--- config.mk ---
export PLATFORM = sky130hd
export DESIGN_NAME = sdq_tick_calc
export DESIGN_NICKNAME = d
export VERILOG_FILES = /design/src/rtl/sdq_pkg.sv /design/src/rtl/sdq_tick_calc.sv
export SDC_FILE = /design/constraint.sdc
export NUM_CORES = 1
export LEC_CHECK = 0
export BUFFER_PORTS_ARGS = -buffer_cell sky130_fd_sc_hd__buf_4
export CORE_MARGIN = 3
export CORE_UTILIZATION = 55
export DETAILED_ROUTE_END_ITERATION = 7
export GPL_TIMING_DRIVEN = 0
export HOLD_SLACK_MARGIN = 0.05
export PLACE_DENSITY = 0.72
export SLEW_MARGIN = 15
export SYNTH_ARGS = -nofsm -noshare
export SYNTH_HDL_FRONTEND = slang
export SYNTH_SLANG_ARGS = --single-unit
--- constraint.sdc ---
create_clock -name clk_i -period 4.3 [get_ports clk_i]
set_input_delay 0.215 -clock clk_i [delete_from_list [all_inputs] [get_ports clk_i]]
set_output_delay 0.215 -clock clk_i [all_outputs]
set_load 0.01 [all_outputs]
--- src/rtl/sdq_pkg.sv ---
// shared types and constants for the sorted deadline queue
`default_nettype none

package sdq_pkg;

  localparam int unsigned TickW = 32;

  typedef enum logic [1:0] {
    OP_REQUEST = 2'd0,
    OP_QUERY   = 2'd1,
    OP_POP     = 2'd2,
    OP_IDLE    = 2'd3
  } opcode_e;

  // what a cell reports about its own entry
  typedef enum logic [2:0] {
    HIT_NONE,
    HIT_EXP,
    HIT_EQ,
    HIT_GT,
    HIT_END,
    HIT_STOP
  } hit_e;

  typedef enum logic [1:0] {
    ACT_HOLD,
    ACT_REMOVE,
    ACT_INSERT
  } act_e;

  typedef enum logic {
    MODE_REQ,
    MODE_POP
  } mode_e;

  typedef struct packed {
    mode_e             mode;
    act_e              act;
    logic [TickW-1:0]  now;
    logic [TickW-1:0]  next;
  } cmd_t;

  typedef struct packed {
    logic found;
    hit_e kind;
  } scan_t;

endpackage

`default_nettype wire

--- src/rtl/sdq_tick_calc.sv ---
// delay to deadline conversion: ceiling division by the tick period via reciprocal
`default_nettype none

module sdq_tick_calc #(
  parameter int unsigned TICK_PERIOD_MS = 10
) (
  input  logic                         clk_i,
  input  logic                         rst_ni,
  input  logic                         start_i,
  input  logic [sdq_pkg::TickW-1:0]    delay_i,
  input  logic [sdq_pkg::TickW-1:0]    now_i,
  output logic                         done_o,
  output logic [sdq_pkg::TickW-1:0]    next_o
);

  localparam int unsigned W = sdq_pkg::TickW;
  localparam logic [2*W-1:0] RecipFull = (64'd1 << W) / 64'(TICK_PERIOD_MS);
  localparam logic [W-1:0]   Recip     = RecipFull[W-1:0];
  localparam logic [W-1:0]   Div       = W'(TICK_PERIOD_MS);
  localparam bit             DivOne    = (TICK_PERIOD_MS == 1);

  logic           v1_q, v2_q, v3_q, v4_q;

  logic [2*W-1:0] s1_prod_q, s1_prod_d;
  logic [W-1:0]   s1_x_q, s1_now_q;

  logic [W-1:0]   s2_q0_d;
  logic [W-1:0]   s2_q0_q, s2_qd_q, s2_qd_d, s2_x_q, s2_now_q;

  logic [W-1:0]   s3_rem;
  logic           s3_ge, s3_nz;
  logic [1:0]     s3_adj_d, s3_adj_q;
  logic [W-1:0]   s3_q0_q, s3_now_q;

  logic [W-1:0]   next_q, next_d;

  // quotient estimate, low by at most one
  assign s1_prod_d = (2*W)'(delay_i) * (2*W)'(Recip);
  assign s2_q0_d   = DivOne ? s1_x_q : s1_prod_q[2*W-1:W];
  assign s2_qd_d   = s2_q0_d * Div;

  // correction plus rounding up on a non-zero remainder
  always_comb begin
    s3_rem   = s2_x_q - s2_qd_q;
    s3_ge    = (s3_rem >= Div);
    s3_nz    = s3_ge ? (s3_rem != Div) : (s3_rem != '0);
    s3_adj_d = {1'b0, s3_ge} + {1'b0, s3_nz};
  end

  assign next_d = s3_now_q + s3_q0_q + W'(s3_adj_q);

  always_ff @(posedge clk_i or negedge rst_ni) begin
    if (!rst_ni) begin
      v1_q <= 1'b0;
      v2_q <= 1'b0;
      v3_q <= 1'b0;
      v4_q <= 1'b0;
    end else begin
      v1_q <= start_i;
      v2_q <= v1_q;
      v3_q <= v2_q;
      v4_q <= v3_q;
    end
  end

  always_ff @(posedge clk_i) begin
    if (start_i) begin
      s1_prod_q <= s1_prod_d;
      s1_x_q    <= delay_i;
      s1_now_q  <= now_i;
    end
    if (v1_q) begin
      s2_q0_q  <= s2_q0_d;
      s2_qd_q  <= s2_qd_d;
      s2_x_q   <= s1_x_q;
      s2_now_q <= s1_now_q;
    end
    if (v2_q) begin
      s3_adj_q <= s3_adj_d;
      s3_q0_q  <= s2_q0_q;
      s3_now_q <= s2_now_q;
    end
    if (v3_q) begin
      next_q <= next_d;
    end
  end

  assign done_o = v4_q;
  assign next_o = next_q;

endmodule

`default_nettype wire

==> results.txt <==
result of the run: finished with violations
violated checks: setup timing
clock buffers created by TritonCTS: 29
transition time at the pin with the least slew margin: 940 ps
max_slew headroom: 0.373
post-synth design cell area: 30,100 µm²
Area growth syn-to-layout: 18.3%
complex-gate fraction of the synthesized area: 0.0863
final setup fails: 29
endpoints failing hold: 0
total number of clock tree sinks: 314
Synth Area in XOR/XNOR: 0.0388
Cell variety after synth: 71
WL per Instance: 20.8 µm
ys flop type: sky130_fd_sc_hd__edfxtp_1
DRC violation count after routing: 0
worst clock skew on the final layout: 22.4 ps
Clk Tree Root Cell: sky130_fd_sc_hd__clkbuf_16
number of global-route vias before repair: 21,300
async set or reset register ratio after synthesis: 0.0127
clock slew seen by the registers of the worst setup and hold paths: 70 ps
fraction of post-synthesis cell area in the top cell type by area: 0.310
vias per std cell: 5.58
Post-Route Setup TNS: -49,560 ps
endpoint of the worst-slack reg-to-reg timing path: s2_qd_q[30]$_DFFE_PP_
combined global-route utilization of all metal layers: 0.265
final weighted congestion of routability-driven global placement: 0.979
layout cell share with drive strength beyond 1: 0.153
area enclosed by the die boundary: 57,500 µm²
simple-gate portion of the synthesized area: 0.0529
beginning of the worst register-to-register path: s1_prod_q[35]$_DFFE_PP_
CTS H-Tree Depth: 1
via total after detailed routing: 20,100
standard cell core area: 53,900 µm²
maximum frequency from static timing analysis: 159 MHz
overflow left after global routing: 0
IO Port Bufs: 99
Worst Hold Class: primary input to flip-flop
effective utilization at floorplan: 0.557
critical-path cell with the highest stage delay: sky130_fd_sc_hd__fa_1
count of flip-flops with a built-in enable after synthesis: 310
kind of start point of the critical path: primary input
first element of the critical path: delay_i[13]
r2r setup slk: 230 ps
required time worst endpoint: 4600 ps
insertion delay to the later sink of the worst-skew pair: 580 ps
synthesis-stage register bit count: 314
cell type contributing the most total cell area after synthesis: sky130_fd_sc_hd__edfxtp_1
wire length of the first global-routing pass: 117,000 µm
share of synthesized area occupied by flip-flops and latches: 0.313
Detail Placement HPWL: 58,400 µm
crit path DAT: 6590 ps
Post-Syn Instances: 2,600
number of I/O pins: 100
net count after synthesis: 3,498
min setup slack post-route: -1980 ps
final worst path period share: 1.46
Critical Path End Type: flip-flop
adder and majority gate portion of the synthesized area: 0.429
horizontal extent of the die: 240 µm
CTS tree: done
first-pass iteration count of the detailed router: 6
largest stage delay on the critical path: 560 ps
maximum fanout count along the critical path: 5
antenna violation net count after detailed routing: 0
number of antenna violations at the first check in global routing: 0
capture point of the worst path: s1_prod_q[60]$_DFFE_PP_
cells taking the most area after synthesis: sky130_fd_sc_hd__edfxtp_1 (31%), sky130_fd_sc_hd__fa_1 (22%), sky130_fd_sc_hd__ha_1 (21%)
final antenna diode count: 0
crit path time final: 6280 ps
pin count of the biggest net entering global routing: 95
post-detailed-routing wire length: 74,700 µm
drt first-iter violations: 1,182
fill cell count: 3,932
startpoint-to-endpoint class of the critical path: primary input to flip-flop
number of nets in the finished design: 3,775
average size of a mapped cell: 11.6 µm²
maximum clock path buffer count: 3
main combinational cell family by area after synthesis: adder cells
most common cell in the netlist: sky130_fd_sc_hd__inv_1
fin. max-slew vios: 0
warnings from Yosys: 0
most frequent cells after synthesis: sky130_fd_sc_hd__inv_1 (610), sky130_fd_sc_hd__ha_1 (499), sky130_fd_sc_hd__fa_1 (332), sky130_fd_sc_hd__edfxtp_1 (310), sky130_fd_sc_hd__a21oi_1 (99)
multiplexer fraction of the synthesized cell area: 0.00133
worst r2r path cells: 13
number of max-cap violations: 0
FP Rows: 85
setup repair after global routing missed its margin: yes
floorplan die height: 240 µm
==> per-stage QoR <==
stage	utilization	hold slack, ps	worst slack [ps]	std cells	instance area [µm²]
after global routing	0.659	164	-2120	3595	35600
after global placement	0.597	9.88	-2740	3395	32200
final	0.659	115	-1980	3595	35600
after detailed placement	0.599	16.7	-2820	3398	32300
after floorplan	-	-80.6	-1860	2600	30600
after CTS	0.646	332	-1920	3566	34900
==> what timing repair did <==
item,4_1_cts,5_1_grt
hold buffers,66,0
endpoints found under the setup margin,30,36
hold endpoints to repair,68,0
pin swaps,74,70
gates resized for setup,102,111
buffers inserted,49,36
==> sequential cells by signal, indices dropped and copies added (netlist names) <==
signal     count
s1_prod_q     29
s2_x_q        32
s1_now_q      32
next_o        32
s2_qd_q       31
v1_q           1
s3_now_q      32
done_o         1
v3_q           1
s3_adj_q       2
v2_q           1
s1_x_q        32
s3_q0_q       29
s2_now_q      32
s2_q0_q       27
==> placed cells by master (no fill, tap or decap), drive strengths merged, types with 11 or more instances in the layout <==
cell         count
a211oi          17
a21o            95
a21oi           99
and2            19
and3            16
buf            183
clkbuf          50
dlygate4sd3     66
edfxtp         310
fa             332
ha             499
inv            610
nand2           49
nand2b          18
nand3           31
nand4           15
nor2            74
nor2b           15
nor3            29
o211ai          11
o21a            24
o21ai           54
o21bai          11
or3             12
xnor2           70
xor2            63
==> worst min path at each step <==
stage                     startpoint                      to  slack, ps  depth (start not counted)
after floorplan               rst_ni        done_o$_DFF_PN0_        -80                          0
after global placement        rst_ni        done_o$_DFF_PN0_         10                          1
after detailed placement      rst_ni          v1_q$_DFF_PN0_         20                          1
after CTS                  now_i[31]  s1_now_q[31]$_DFFE_PP_        330                          2
after global routing         start_i          v1_q$_DFF_PN0_        160                          1
final                        start_i          v1_q$_DFF_PN0_        110                          1
==> cell families after synthesis <==
| group | count (synthesis) |
|---|---|
| adders and majority gates | 831 |
| buffers and inverters | 627 |
| AOI/OAI and AO/OA | 383 |
| DFF | 314 |
| and+or+nand+nor | 308 |
| xor gates and xnor gates | 133 |
| muxes | 4 |
==> critical path, delay by kind of cell <==
kind                       cells  cell delay [ps]
buffers and inverters          9              770
adders and majority gates      9             3940
and+or+nand+nor                2              390
AOI/OAI and AO/OA              7             1270
==> per-layer routing <==
metal,wire length (µm),track usage,vias to the layer above
met4,2190,0.0777,0
met1,31800,0.362,10000
met5,0,0,-
met2,36400,0.451,626
met3,4200,0.0271,131
li1,-,-,9285
==> cell type report <==
class                           count  area [µm²]  area share
Buffer                             17         226     0.00637
Multi-Input combinational cell   1659       19500       0.549
Clock inverter                     17         230     0.00648
Clock buffer                       36         752      0.0212
Inverter                          610        2310      0.0649
Sequential cell                   314        9420       0.265
Timing Repair Buffer              246        2220      0.0626
Tap cell                          696         871      0.0245
Power is not shown: default switching activity piles up to over one toggle a cycle in this logic, so the estimate is an artifact.
