--- config.mk ---
export PLATFORM = sky130hd
export DESIGN_NAME = sdq_cell
export DESIGN_NICKNAME = d
export VERILOG_FILES = /design/src/rtl/sdq_pkg.sv /design/src/rtl/sdq_cell.sv
export SDC_FILE = /design/constraint.sdc
export NUM_CORES = 1
export LEC_CHECK = 0
export BUFFER_PORTS_ARGS = -buffer_cell sky130_fd_sc_hd__buf_2
export CORE_ASPECT_RATIO = 0.75
export CORE_MARGIN = 3
export CORE_UTILIZATION = 49
export CTS_CLUSTER_SIZE = 24
export DETAILED_ROUTE_END_ITERATION = 7
export PLACE_DENSITY_LB_ADDON = 0.08
export SLEW_MARGIN = 0
export SYNTH_ARGS = -nofsm -noshare
export SYNTH_HDL_FRONTEND = slang
export SYNTH_SLANG_ARGS = --single-unit
--- constraint.sdc ---
create_clock -name clk_i -period 4.84 [get_ports clk_i]
set_input_delay 0 -clock clk_i [delete_from_list [all_inputs] [get_ports clk_i]]
set_output_delay 0 -clock clk_i [all_outputs]
set_load 0.005 [all_outputs]
--- src/rtl/sdq_pkg.sv ---
// shared types and constants for the sorted deadline queue
`default_nettype none

package sdq_pkg;

  localparam int unsigned TickW = 32;

  typedef enum logic [1:0] {
    OP_REQUEST = 2'd0,
    OP_QUERY   = 2'd1,
    OP_POP     = 2'd2,
    OP_IDLE    = 2'd3
  } opcode_e;

  // what a cell reports about its own entry
  typedef enum logic [2:0] {
    HIT_NONE,
    HIT_EXP,
    HIT_EQ,
    HIT_GT,
    HIT_END,
    HIT_STOP
  } hit_e;

  typedef enum logic [1:0] {
    ACT_HOLD,
    ACT_REMOVE,
    ACT_INSERT
  } act_e;

  typedef enum logic {
    MODE_REQ,
    MODE_POP
  } mode_e;

  typedef struct packed {
    mode_e             mode;
    act_e              act;
    logic [TickW-1:0]  now;
    logic [TickW-1:0]  next;
  } cmd_t;

  typedef struct packed {
    logic found;
    hit_e kind;
  } scan_t;

endpackage

`default_nettype wire

--- src/rtl/sdq_cell.sv ---
// one storage cell of the deadline chain with its compare and shift logic
`default_nettype none

module sdq_cell (
  input  logic                         clk_i,
  input  logic                         rst_ni,
  input  sdq_pkg::cmd_t                cmd_i,
  input  sdq_pkg::scan_t               scan_i,
  output sdq_pkg::scan_t               scan_o,
  input  logic [sdq_pkg::TickW-1:0]    left_entry_i,
  input  logic                         left_valid_i,
  input  logic [sdq_pkg::TickW-1:0]    right_entry_i,
  input  logic                         right_valid_i,
  output logic [sdq_pkg::TickW-1:0]    entry_o,
  output logic                         valid_o
);

  localparam int unsigned W = sdq_pkg::TickW;

  logic [W-1:0]    entry_q, entry_d;
  logic            valid_q, valid_d;
  logic [W-1:0]    now_span;
  logic [W-1:0]    next_span;
  sdq_pkg::hit_e   kind;
  logic            hit;

  always_comb begin
    now_span  = entry_q - cmd_i.now;
    next_span = entry_q - cmd_i.next;
    kind      = sdq_pkg::HIT_END;
    if (valid_q) begin
      if (cmd_i.mode == sdq_pkg::MODE_POP) begin
        if (now_span[W-1] || (now_span == '0)) begin
          kind = sdq_pkg::HIT_EXP;
        end else begin
          kind = sdq_pkg::HIT_STOP;
        end
      end else begin
        priority if (now_span[W-1]) begin
          kind = sdq_pkg::HIT_EXP;
        end else if (entry_q == cmd_i.next) begin
          kind = sdq_pkg::HIT_EQ;
        end else if (!next_span[W-1] && (next_span != '0)) begin
          kind = sdq_pkg::HIT_GT;
        end else begin
          kind = sdq_pkg::HIT_NONE;
        end
      end
    end
  end

  assign hit = (kind != sdq_pkg::HIT_NONE);

  always_comb begin
    if (scan_i.found) begin
      scan_o = scan_i;
    end else begin
      scan_o.found = hit;
      scan_o.kind  = kind;
    end
  end

  // cells past the first hit follow their neighbour, the hit cell takes the action
  always_comb begin
    entry_d = entry_q;
    valid_d = valid_q;
    unique case (cmd_i.act)
      sdq_pkg::ACT_REMOVE: begin
        if (scan_i.found || hit) begin
          entry_d = right_entry_i;
          valid_d = right_valid_i;
        end
      end
      sdq_pkg::ACT_INSERT: begin
        if (scan_i.found) begin
          entry_d = left_entry_i;
          valid_d = left_valid_i;
        end else if (hit) begin
          entry_d = cmd_i.next;
          valid_d = 1'b1;
        end
      end
      default: begin
      end
    endcase
  end

  always_ff @(posedge clk_i or negedge rst_ni) begin
    if (!rst_ni) begin
      valid_q <= 1'b0;
    end else begin
      valid_q <= valid_d;
    end
  end

  always_ff @(posedge clk_i) begin
    entry_q <= entry_d;
  end

  assign entry_o = entry_q;
  assign valid_o = valid_q;

endmodule

`default_nettype wire

==> impl_metrics.env <==
export IMPL_worst_hold_class="primary input to flip-flop"
export IMPL_cts_clk_slew_worst_paths_ns=0.07
export IMPL_worst_r2r_endpoint="entry_o[28]"
export IMPL_grt_pass1_vias=6443
export IMPL_dr_total_vias=7138
export IMPL_grt_start_max_net_pins=68
export IMPL_synth_net_count=1047
export IMPL_ir_drop_mv=0.134
export IMPL_die_height_um=103
export IMPL_synth_top_area_share=0.156
export IMPL_dr_first_iter_drc_count=583
export IMPL_io_buffers=175
export IMPL_timing_setup_critical_path_class="flip-flop to flip-flop"
export IMPL_globalRouteMet2Util=0.485
export IMPL_core_region_area_um2=12000
export IMPL_rsz_0062_raised_after_global_routing="no"
export IMPL_syn_mean_instance_area_um2=7.31
export IMPL_pin_count=176
export IMPL_detail_route_wl_per_cell_um=20.2
export IMPL_maxCapViolCount=0
export IMPL_yosysWarnings=0
export IMPL_power_density_nw_per_um2=254
export IMPL_cp_data_arrival_time_ns=4.35
export IMPL_timing_critical_path_slowest_stage_cell="sky130_fd_sc_hd__nor4_1"
export IMPL_grt_use_total=0.328
export IMPL_clk_root_buffer_cell="sky130_fd_sc_hd__clkbuf_16"
export IMPL_die_w_um=136
export IMPL_cts_sinks=33
export IMPL_endpoint_kind="flip-flop"
export IMPL_critPathMaxStageDelay_ns=0.49
export IMPL_count_of_nets_after_finishing=1203
export IMPL_fin_tns_setup_ns=0
export IMPL_clk_path_buf_depth=2
export IMPL_postCtsSetupRepairBufs=0
export IMPL_grt_busiest_layer="met2"
export IMPL_tightestPinTransition_ns=0.731
export IMPL_dp_hpwl_um=19400
export IMPL_syn_to_final_growth_pct=19.4
export IMPL_layout_common_cells="sky130_fd_sc_hd__buf_2, sky130_fd_sc_hd__nand2_1, sky130_fd_sc_hd__inv_1, sky130_fd_sc_hd__a21oi_1, sky130_fd_sc_hd__o21ai_0"
export IMPL_gp_congestion=0.967
export IMPL_yosysSeqAreaShare=0.160
export IMPL_timing_fmax_ghz=0.230
export IMPL_setup_reg_to_reg_worst_slack_ns=0.49
export IMPL_final_layout_size_suffix_gt1_frac=0.212
export IMPL_floorplan_initialDensity=0.517
export IMPL_placement_rows=34
export IMPL_regToRegStartpoint="entry_o[0]"
export IMPL_report_final_setup_viol=0
export IMPL_finalCoreUtilization=0.617
export IMPL_clock_latency_late_sink_ns=0.30
export IMPL_power_leakage_nw=3.49
export IMPL_finalWirelength_um=23500
export IMPL_antenna_violating_nets_post_route=0
export IMPL_gr_total_overflow=0
export IMPL_syn_inst=845
export IMPL_wire_length_of_the_first_global_routing_pass_um=35400
export IMPL_crit_buf_inv=3
export IMPL_report_final_slew_viol_count=0
export IMPL_synth_enable_flop_cells=32
export IMPL_outcome="finished clean"
export IMPL_syn_area_um2=6180
export IMPL_vias_per_cell=6.13
export IMPL_groute_layer_met3_usage=0.0948
export IMPL_maximum_fanout_along_the_worst_path=32
export IMPL_synth_area_leaders="sky130_fd_sc_hd__edfxtp_1, sky130_fd_sc_hd__ha_1, sky130_fd_sc_hd__mux2i_1"
export IMPL_insertedDiodeCount=0
export IMPL_synthDistinctLibCells=84
export IMPL_cpLargestDelayFamily="compound AO/OA/AOI/OAI gates"
export IMPL_fin_skew_ns=0.0149
export IMPL_gr_usage_met1=0.472
export IMPL_critical_path_startpoint="entry_o[0]"
export IMPL_finalWorstPathRequiredPeriod_ns=4.35
export IMPL_path_cells="inv_1 > ha_1 > inv_1 > fa_1 > a21o_1 > a311o_1 > a21oi_2 > xnor2_1 > a311oi_1 > o211ai_1 > nor4_1 > nand4_1 > nand2_1 > a32oi_2 > buf_4"
export IMPL_number_of_buffers_added_by_the_clock_tree_synthesis_step=5
export IMPL_critical_path_depth=15
export IMPL_synthFlopType="sky130_fd_sc_hd__edfxtp_1"
export IMPL_detail_route_first_pass_iterations=7
export IMPL_final_common_cell="sky130_fd_sc_hd__buf_2"
export IMPL_synth_top_cell_by_area="sky130_fd_sc_hd__edfxtp_1"
export IMPL_h_tree_depth=2
export IMPL_tritoncts="yes"
export IMPL_drc_viols=0
export IMPL_worstPathRequired_ns=4.83
export IMPL_hold_viol_final=0
export IMPL_grt_antenna_before_repair=0
export IMPL_dieArea_um2=14000
export IMPL_proportion_of_register_bits_with_asynchronous_set_or_reset_after_synthesis=0.0303
export IMPL_rr_worst_depth=15
export IMPL_cp_common_cell="sky130_fd_sc_hd__inv_1"
export IMPL_synth_seq_cells=33
export IMPL_worst_setup_path_endpoint="entry_o[28]"
export IMPL_slew_headroom=0.507
export IMPL_setup_worst_path_start_class="flip-flop"
export IMPL_timing_final_crit_share=0.900
[repair_timing]
item                      CTS  global route
hold endpoints to repair   10             0
gates resized for setup     0             0
hold buffers               10             0
[how the worst min path moves through the flow]
| stage | start | endpoint | slack [ns] | cells past startpoint |
|---|---|---|---|---|
| after detailed placement | rst_ni | valid_o | -0.22 | 1 |
| after global placement | rst_ni | valid_o | -0.22 | 1 |
| after CTS | right_entry_i[0] | entry_o[0] | 0.003 | 3 |
| after global routing | right_entry_i[11] | entry_o[11] | 0.03 | 3 |
| final | right_entry_i[0] | entry_o[0] | 0.005 | 3 |
| after floorplan | rst_ni | valid_o | -0.30 | 0 |
[stage by stage]
step                worst slack [ns]  std cells  hold slack (ns)  power [mW]  instance area (µm²)
CTS                            0.643       1164          0.00347        1.84                 7370
global placement               0.697       1146           -0.224        1.50                 7120
finish                         0.485       1164          0.00482        1.87                 7370
global route                   0.204       1164           0.0299        1.99                 7370
detailed placement             0.655       1146           -0.223        1.49                 7120
floorplan                      0.663        845           -0.296        1.15                 6180
[kinds of logic (layout without fill, tap and decap cells)]
group                    Yosys count  in the layout  synth area share
AO/OA/AOI/OAI                    300            300             0.322
XOR/XNOR                          23             23            0.0326
adder cells (fa/ha/maj)           63             63             0.129
buffers and inverters            124            281            0.0784
flip-flops                        33             33             0.160
multiplexers                      44             44            0.0719
AND/OR/NAND/NOR                  258            258             0.206
[Yosys cell counts, types with 15 or more instances]
library cell and count:
sky130_fd_sc_hd__nand2_1 99, sky130_fd_sc_hd__inv_1 85, sky130_fd_sc_hd__a21oi_1 81, sky130_fd_sc_hd__o21ai_0 73
sky130_fd_sc_hd__ha_1 62, sky130_fd_sc_hd__nor2_1 43, sky130_fd_sc_hd__mux2i_1 41, sky130_fd_sc_hd__edfxtp_1 32
sky130_fd_sc_hd__nand4_1 24, sky130_fd_sc_hd__clkbuf_1 23, sky130_fd_sc_hd__a21o_1 20, sky130_fd_sc_hd__nand3_1 19
sky130_fd_sc_hd__o21a_1 15
[power breakdown]
part | total [mW] | internal (mW) | switching (mW)
clock | 0.337 | 0.205 | 0.132
sequential | 0.402 | 0.358 | 0.0435
combinational | 1.13 | 0.440 | 0.691
total | 1.87 | 1.00 | 0.867
[sequential cells by signal, summed over array words and instances, names as in the netlist]
register	cells
entry_o	32
valid_o	1
[routing by layer]
metal  vias up  part of all wire
li1       3463                 -
met1      3187              0.46
met2       456              0.40
met3        32              0.12
met4         0             0.021
met5         -                 0
[worst register-to-register path: stages, from the launching register on]
cell                       delay (ns)
sky130_fd_sc_hd__edfxtp_1        0.38
sky130_fd_sc_hd__inv_1           0.13
sky130_fd_sc_hd__ha_1            0.18
sky130_fd_sc_hd__inv_1           0.06
sky130_fd_sc_hd__fa_1            0.40
sky130_fd_sc_hd__a21o_1          0.25
sky130_fd_sc_hd__a311o_1         0.43
sky130_fd_sc_hd__a21oi_2         0.28
sky130_fd_sc_hd__xnor2_1         0.10
sky130_fd_sc_hd__a311oi_1        0.37
sky130_fd_sc_hd__o211ai_1        0.15
sky130_fd_sc_hd__nor4_1          0.49
sky130_fd_sc_hd__nand4_1         0.24
sky130_fd_sc_hd__nand2_1         0.18
sky130_fd_sc_hd__a32oi_2         0.10
sky130_fd_sc_hd__buf_4           0.30
[final cells by class]
class                      count  area, µm²
multi-input combinational    688       4720
fill                        1128       4580
timing repair buffer         188        998
sequential                    33        986
inverter                      85        319
tap                          162        203
clock buffer                   7        143
clock inverter                 1       7.51
Power figures use the tool's default switching activity.
